$ cat src/sv/yuyv_to_rgba_converter_assert.svh
// Assertion macros used by the YUYV to RGBA converter RTL.
`ifndef YUYV_TO_RGBA_CONVERTER_ASSERT_SVH
`define YUYV_TO_RGBA_CONVERTER_ASSERT_SVH

`ifndef NO_ASSERTIONS

`define Y2R_ASSERT_SAME(label, clk, rst_n, ante, cons) \
    label: assert property (@(posedge clk) disable iff (!rst_n) (ante) |-> (cons)) \
        else $error("y2r assertion failed");

`define Y2R_ASSERT_NEXT(label, clk, rst_n, ante, cons) \
    label: assert property (@(posedge clk) disable iff (!rst_n) (ante) |=> (cons)) \
        else $error("y2r assertion failed");

`else

`define Y2R_ASSERT_SAME(label, clk, rst_n, ante, cons)

`define Y2R_ASSERT_NEXT(label, clk, rst_n, ante, cons)

`endif

`endif

$ cat src/sv/y2r_pkg.sv
// Types and coefficients for the YUYV to RGBA converter.
`default_nettype none

package y2r_pkg;

    localparam int PROD_W = 21;
    localparam int SUM_W  = 22;
    localparam int FRAC_BITS = 10;
    localparam int CHAN_W = 8;

    localparam logic signed [PROD_W-1:0] GAIN_LUMA    = PROD_W'(1192);
    localparam logic signed [PROD_W-1:0] GAIN_V_RED   = PROD_W'(1634);
    localparam logic signed [PROD_W-1:0] GAIN_V_GREEN = PROD_W'(833);
    localparam logic signed [PROD_W-1:0] GAIN_U_GREEN = PROD_W'(400);
    localparam logic signed [PROD_W-1:0] GAIN_U_BLUE  = PROD_W'(2066);
    localparam logic signed [9:0] LUMA_OFFSET   = 10'sd16;
    localparam logic signed [9:0] CHROMA_OFFSET = 10'sd128;
    localparam logic [CHAN_W-1:0] CHANNEL_MAX   = 8'hff;

    typedef struct packed {
        logic [7:0] luma_first;
        logic [7:0] chroma_blue;
        logic [7:0] luma_second;
        logic [7:0] chroma_red;
    } t_yuyv;

    typedef struct packed {
        logic [7:0] red_first;
        logic [7:0] green_first;
        logic [7:0] blue_first;
        logic [7:0] red_second;
        logic [7:0] green_second;
        logic [7:0] blue_second;
    } t_rgb;

    typedef struct packed {
        logic signed [PROD_W-1:0] luma0;
        logic signed [PROD_W-1:0] luma1;
        logic signed [PROD_W-1:0] v_red;
        logic signed [PROD_W-1:0] v_green;
        logic signed [PROD_W-1:0] u_green;
        logic signed [PROD_W-1:0] u_blue;
    } t_prod;

    typedef struct packed {
        logic signed [SUM_W-1:0] red0;
        logic signed [SUM_W-1:0] green0;
        logic signed [SUM_W-1:0] blue0;
        logic signed [SUM_W-1:0] red1;
        logic signed [SUM_W-1:0] green1;
        logic signed [SUM_W-1:0] blue1;
    } t_sum;

    typedef struct packed {
        logic valid;
        logic load;
    } t_stage_ctl;

endpackage

`default_nettype wire

$ cat src/sv/yuyv_to_rgba_converter.sv
// Top level of the YUYV to RGB pixel-pair converter.
// An accepted transfer passes through the multiply, add and clamp registers before reaching the output.
// Throughput is one YUYV word per cycle while o_stall is low; the multiply, add and clamp stages are each registered.
// A stalled output stops only the stages behind it that hold data, so empty stages still fill.
// Synchronous reset clears the valid bit of every stage; the datapath registers are not reset.
`default_nettype none

`include "yuyv_to_rgba_converter_assert.svh"

module yuyv_to_rgba_converter
    import y2r_pkg::*;
(
    input  wire   i_clk,
    input  wire   i_rst_n,
    input  wire   i_valid,
    output logic  o_stall,
    input  t_yuyv i_data,
    output logic  o_valid,
    input  wire   i_stall,
    output t_rgb  o_data
);

    logic       s1_valid;
    logic       s2_valid;
    logic       adv1;
    logic       adv2;
    logic       adv3;
    t_prod      s1_prod;
    t_sum       s2_sum;
    t_stage_ctl ctl1;
    t_stage_ctl ctl2;
    t_stage_ctl ctl3;

    always_comb begin
        adv3 = !o_valid || !i_stall;
        adv2 = !s2_valid || adv3;
        adv1 = !s1_valid || adv2;
        ctl1 = '{valid: i_valid, load: adv1};
        ctl2 = '{valid: s1_valid, load: adv2};
        ctl3 = '{valid: s2_valid, load: adv3};
    end

    assign o_stall = !adv1;

    y2r_mult u_mult (
        .i_clk   (i_clk),
        .i_rst_n (i_rst_n),
        .i_ctl   (ctl1),
        .i_data  (i_data),
        .o_valid (s1_valid),
        .o_prod  (s1_prod)
    );

    y2r_sum u_sum (
        .i_clk   (i_clk),
        .i_rst_n (i_rst_n),
        .i_ctl   (ctl2),
        .i_prod  (s1_prod),
        .o_valid (s2_valid),
        .o_sum   (s2_sum)
    );

    y2r_clamp u_clamp (
        .i_clk   (i_clk),
        .i_rst_n (i_rst_n),
        .i_ctl   (ctl3),
        .i_sum   (s2_sum),
        .o_valid (o_valid),
        .o_rgb   (o_data)
    );

    `Y2R_ASSERT_SAME(a_stall_only_when_full, i_clk, i_rst_n, o_stall, s1_valid && s2_valid && o_valid && i_stall)
    `Y2R_ASSERT_NEXT(a_accept_enters_stage1, i_clk, i_rst_n, i_valid && !o_stall, s1_valid)
    `Y2R_ASSERT_NEXT(a_stage2_drains_to_out, i_clk, i_rst_n, s2_valid && !o_valid, o_valid)

endmodule

`default_nettype wire

$ cat src/sv/y2r_mult.sv
// First stage: removes the sample offsets and forms the coefficient products.
`default_nettype none

module y2r_mult
    import y2r_pkg::*;
(
    input  wire        i_clk,
    input  wire        i_rst_n,
    input  t_stage_ctl i_ctl,
    input  t_yuyv      i_data,
    output logic       o_valid,
    output t_prod      o_prod
);

    logic signed [9:0] s_y0;
    logic signed [9:0] s_y1;
    logic signed [9:0] s_u;
    logic signed [9:0] s_v;
    t_prod             n_prod;
    t_prod             r_prod;
    logic              r_valid;

    always_comb begin
        s_y0 = signed'({2'b00, i_data.luma_first}) - LUMA_OFFSET;
        s_y1 = signed'({2'b00, i_data.luma_second}) - LUMA_OFFSET;
        s_u  = signed'({2'b00, i_data.chroma_blue}) - CHROMA_OFFSET;
        s_v  = signed'({2'b00, i_data.chroma_red}) - CHROMA_OFFSET;
        n_prod.luma0   = PROD_W'(s_y0) * GAIN_LUMA;
        n_prod.luma1   = PROD_W'(s_y1) * GAIN_LUMA;
        n_prod.v_red   = PROD_W'(s_v) * GAIN_V_RED;
        n_prod.v_green = PROD_W'(s_v) * GAIN_V_GREEN;
        n_prod.u_green = PROD_W'(s_u) * GAIN_U_GREEN;
        n_prod.u_blue  = PROD_W'(s_u) * GAIN_U_BLUE;
    end

    always_ff @(posedge i_clk) begin
        if (!i_rst_n) begin
            r_valid <= 1'b0;
        end else if (i_ctl.load) begin
            r_valid <= i_ctl.valid;
        end
    end

    always_ff @(posedge i_clk) begin
        if (i_ctl.load && i_ctl.valid) begin
            r_prod <= n_prod;
        end
    end

    assign o_valid = r_valid;
    assign o_prod  = r_prod;

endmodule

`default_nettype wire

$ cat src/sv/y2r_sum.sv
// Second stage: adds the luma and chroma products of each channel, subtracting the chroma products for green.
`default_nettype none

module y2r_sum
    import y2r_pkg::*;
(
    input  wire        i_clk,
    input  wire        i_rst_n,
    input  t_stage_ctl i_ctl,
    input  t_prod      i_prod,
    output logic       o_valid,
    output t_sum       o_sum
);

    t_sum n_sum;
    t_sum r_sum;
    logic r_valid;

    always_comb begin
        n_sum.red0   = SUM_W'(i_prod.luma0) + SUM_W'(i_prod.v_red);
        n_sum.green0 = SUM_W'(i_prod.luma0) - SUM_W'(i_prod.v_green)
                       - SUM_W'(i_prod.u_green);
        n_sum.blue0  = SUM_W'(i_prod.luma0) + SUM_W'(i_prod.u_blue);
        n_sum.red1   = SUM_W'(i_prod.luma1) + SUM_W'(i_prod.v_red);
        n_sum.green1 = SUM_W'(i_prod.luma1) - SUM_W'(i_prod.v_green)
                       - SUM_W'(i_prod.u_green);
        n_sum.blue1  = SUM_W'(i_prod.luma1) + SUM_W'(i_prod.u_blue);
    end

    always_ff @(posedge i_clk) begin
        if (!i_rst_n) begin
            r_valid <= 1'b0;
        end else if (i_ctl.load) begin
            r_valid <= i_ctl.valid;
        end
    end

    always_ff @(posedge i_clk) begin
        if (i_ctl.load && i_ctl.valid) begin
            r_sum <= n_sum;
        end
    end

    assign o_valid = r_valid;
    assign o_sum   = r_sum;

endmodule

`default_nettype wire

$ cat src/sv/y2r_clamp.sv
// Third stage: drops the fraction bits, clamps each channel and holds the output.
`default_nettype none

module y2r_clamp
    import y2r_pkg::*;
(
    input  wire        i_clk,
    input  wire        i_rst_n,
    input  t_stage_ctl i_ctl,
    input  t_sum       i_sum,
    output logic       o_valid,
    output t_rgb       o_rgb
);

    localparam int HIGH_LSB = FRAC_BITS + CHAN_W;

    function automatic logic [CHAN_W-1:0] clamp_chan(input logic signed [SUM_W-1:0] sum);
        logic [CHAN_W-1:0] res;
        if (sum[SUM_W-1]) begin
            res = '0;
        end else if (|sum[SUM_W-2:HIGH_LSB]) begin
            res = CHANNEL_MAX;
        end else begin
            res = sum[HIGH_LSB-1:FRAC_BITS];
        end
        return res;
    endfunction

    t_rgb n_rgb;
    t_rgb r_rgb;
    logic r_valid;

    always_comb begin
        n_rgb.red_first    = clamp_chan(i_sum.red0);
        n_rgb.green_first  = clamp_chan(i_sum.green0);
        n_rgb.blue_first   = clamp_chan(i_sum.blue0);
        n_rgb.red_second   = clamp_chan(i_sum.red1);
        n_rgb.green_second = clamp_chan(i_sum.green1);
        n_rgb.blue_second  = clamp_chan(i_sum.blue1);
    end

    always_ff @(posedge i_clk) begin
        if (!i_rst_n) begin
            r_valid <= 1'b0;
        end else if (i_ctl.load) begin
            r_valid <= i_ctl.valid;
        end
    end

    always_ff @(posedge i_clk) begin
        if (i_ctl.load && i_ctl.valid) begin
            r_rgb <= n_rgb;
        end
    end

    assign o_valid = r_valid;
    assign o_rgb   = r_rgb;

endmodule

`default_nettype wire

$ cat config.mk
export PLATFORM = sky130hd
export DESIGN_NAME = yuyv_to_rgba_converter
export DESIGN_NICKNAME = d
export VERILOG_FILES = /design/src/sv/y2r_pkg.sv /design/src/sv/yuyv_to_rgba_converter.sv /design/src/sv/y2r_mult.sv /design/src/sv/y2r_sum.sv /design/src/sv/y2r_clamp.sv
export VERILOG_INCLUDE_DIRS = /design/src /design/src/sv
export SDC_FILE = /design/constraint.sdc
export NUM_CORES = 1
export LEC_CHECK = 0
export ABC_AREA = 1
export BUFFER_PORTS_ARGS = -buffer_cell sky130_fd_sc_hd__clkbuf_2
export CORE_ASPECT_RATIO = 1.25
export CORE_UTILIZATION = 60
export DETAILED_ROUTE_END_ITERATION = 16
export PLACE_DENSITY_LB_ADDON = 0.1
export SYNTH_ARGS = -nofsm -noshare
export SYNTH_HDL_FRONTEND = slang
export SYNTH_SLANG_ARGS = --single-unit
$ cat constraint.sdc
create_clock -name i_clk -period 17.98 [get_ports i_clk]
set_input_delay 3.596 -clock i_clk [delete_from_list [all_inputs] [get_ports i_clk]]
set_output_delay 3.596 -clock i_clk [all_outputs]
set_load 0.02 [all_outputs]
==> impl_metrics.csv <==
group,metric,value,unit
finish,drive_above_1_share,6.428,%
grt,met1_usage,38.65,%
sta,fin_crit,8.024,ns
synthesis,synth_warnings,0,
finish,fin_util,65.64,%
sta,layout_worst_path_cycle_share,44.63,%
synthesis,synth_edf_count,223,
detailed_routing,dr.first_iter.drc_count,859,
sta,totalNegativeSetupSlack,0,ns
pwr,leakage,12.33,nW
synthesis,yosysMostFrequentCell,"nand2_1",
detailed_routing,via_per_inst,5.232,
synthesis,ys_types,40,
floorplan,die_width,171.3,um
place,hpwl,42.54,mm
pwr,vdd_drop_max,0.06636,mV
clocking,cts.clk_slew.worst_paths,0.06,ns
grt,busiest_layer,"met2",
grt,grt_pass1_vias,15721,
sta,slew_viol_final,0,
place,dpl-instance-area,22520,um^2
grt,grt.met3_usage,1.956,%
synthesis,async_reset_ff_share,0,%
finish,insertedDiodeCount,0,
detailed_routing,num_vias,16644,
finish,syn2layout_area_growth,7.975,%
floorplan,die_area,36590,um^2
synthesis,synth_seq_cells,226,
grt,antenna_found_initial,0,
synthesis,yosys-top-cells-count,"nand2_1 (661), inv_1 (519), ha_1 (356), edfxtp_1 (223), nor2_1 (155)",
finish,stdcell_area,23210,um^2
floorplan,start_util,60.79,%
grt,grtUsageMet2,46.36,%
critical_path,crit_fanout,3,
synthesis,synth_fp_nets,3069,
clocking,cts_hold_buf,0,
min_path,holdPathStages,2,
synthesis,yosysTopAreaCellShare,31.15,%
floorplan,ios,86,
clocking,clockBufferDepth,3,
detailed_routing,drc,0,
sta,finClkSkew,0.01562,ns
floorplan,row_count,77,
detailed_routing,firstDrtPassIters,5,
sta,setup_viol,0,
synthesis,ys_seq_area_share,31.43,%
critical_path,crit_type,"input port to primary output",
run_status,status,"complete, no violations",
grt,grtUsageTotal,28.15,%
floorplan,core_area,35360,um^2
critical_path,crit_path_end_kind,"primary output",
sta,hold_violations,0,
place,port_buffers,85,
synthesis,synth_area_per_cell,8.302,um^2
clocking,cts_buffers,22,
critical_path,ff2ff_path_depth,8,
clocking,cts-resized-gates,0,
clocking,post-cts-setup-buffer-count,0,
clocking,cts.sinks,226,
floorplan,die_h,213.6,um
synthesis,synth_ff_type,"edfxtp_1",
synthesis,netlist_instances,2589,
sta,holdWs,0.4892,ns
clocking,h-tree-depth,1,
synthesis,yosysTopAreaCell,"edfxtp_1",
sta,rsz0062_at_grt,"false",
critical_path,required,14.38,ns
grt,grt_max_degree,86,
synthesis,synth_area,21490,um^2
min_path,hold_path_class,"register to register",
place,gp_congestion,0.9888,
clocking,clock_latency,0.53,ns
synthesis,synth_area_leaders,"edfxtp_1 (31%), ha_1 (21%), nand2_1 (12%), inv_1 (9.1%), fa_1 (8.2%)",
clocking,cts_root_buf,"clkbuf_16",
detailed_routing,ant_nets,0,
critical_path,cp.arrival,4.43,ns
run,cap_violations,0,
grt,gr-total-overflow,0,
critical_path,crit_path_start_kind,"input port",
detailed_routing,wl_per_cell,15.70,um
sta,max_slew.worst_pin.slew,0.9816,ns
sta,maxSlewHeadroom,34.56,%
detailed_routing,wl,49.93,mm
clocking,cts_tree,"yes",
pwr,powerDensity,155.0,nW/um^2
sta,fmax,0.1246,GHz
grt,grt_pass1_wl,79.65,mm
finish,nets,3173,
## worst max-delay path, cell delays in order
cell      delay, ns
clkbuf_2       0.12
nand2_1        0.07
nor2_1         0.10
inv_1          0.07
nor2_1         0.24
clkbuf_2       0.23
## worst paths after layout
kind / start / end / slack (ns)
max: i_stall / o_stall / 9.96
min: u_mult.o_valid / u_sum.o_valid / 0.49
max reg2reg: u_mult.o_prod[100] / u_sum.o_sum[43] / 15.31
min reg2reg: u_mult.o_valid / u_sum.o_valid / 0.49
## state kept, by name, indices dropped and copies added, names as in the netlist
| register | cells |
|---|---|
| u_mult.o_prod | 103 |
| u_sum.o_sum | 72 |
| u_clamp.o_rgb | 48 |
| u_clamp.o_valid | 1 |
| u_mult.o_valid | 1 |
| u_sum.o_valid | 1 |
## layout make-up
| type | instances | area [um^2] |
|---|---|---|
| flip-flops and latches | 226 | 6756 |
| inverters | 527 | 1978 |
| clock buffers | 24 | 579.3 |
| multi-input cells | 1828 | 12740 |
| repair buffers | 88 | 447.9 |
| well taps | 474 | 593.1 |
| clock inverters | 14 | 110.1 |
| fillers | 2973 | 12150 |
## cell usage in the layout (no fill, tap or decap), types with 5 or more instances in the layout
master     count
nand3_2       12
o21bai_1      23
a31oi_1        7
edfxtp_1     223
nand2_2       15
clkbuf_2      85
inv_2          8
a21oi_1      127
nand3_1      130
ha_1         356
and2_1         9
nand4_1       14
xnor2_1       14
clkbuf_16     23
o21ai_1        6
nor2_2         9
nand2_1      661
xor2_1        70
nor3_1        11
nor4_1        14
nor2_1       154
fa_1          88
o21ai_0       75
clkinv_1       5
or3_1          6
a21o_1         8
inv_1        518
## stage by stage
step	std cells	worst slack, ns	power (mW)
2_1_floorplan	2589	9.212	2.542
3_3_place_gp	3143	9.963	3.090
3_5_place_dp	3143	9.954	3.128
4_1_cts	3181	9.945	3.587
5_1_grt	3181	9.850	3.938
6_report	3181	9.956	3.597
## per-layer routing
metal,share of wire (%),wire (um),vias up
li1,-,-,8570
met1,46,23170,7626
met2,46,22790,368
met3,3.8,1899,80
met4,4.1,2068,0
met5,0,0,-
## report_power, final
part	switching [mW]	internal [mW]	leakage, nW	total, mW
combinational	1.43	0.773	9.83	2.20
sequential	0.121	0.830	2.16	0.951
clock	0.197	0.249	0.340	0.445
total	1.75	1.85	12.3	3.60
## cell families after synthesis
kind of cell,synth area share [%]
simple gates,20.33
flops,31.43
buf+inv,9.366
xor+xnor,3.498
fa+ha+maj,28.92
compound gates,6.450
(Power assumes the default switching activity.)
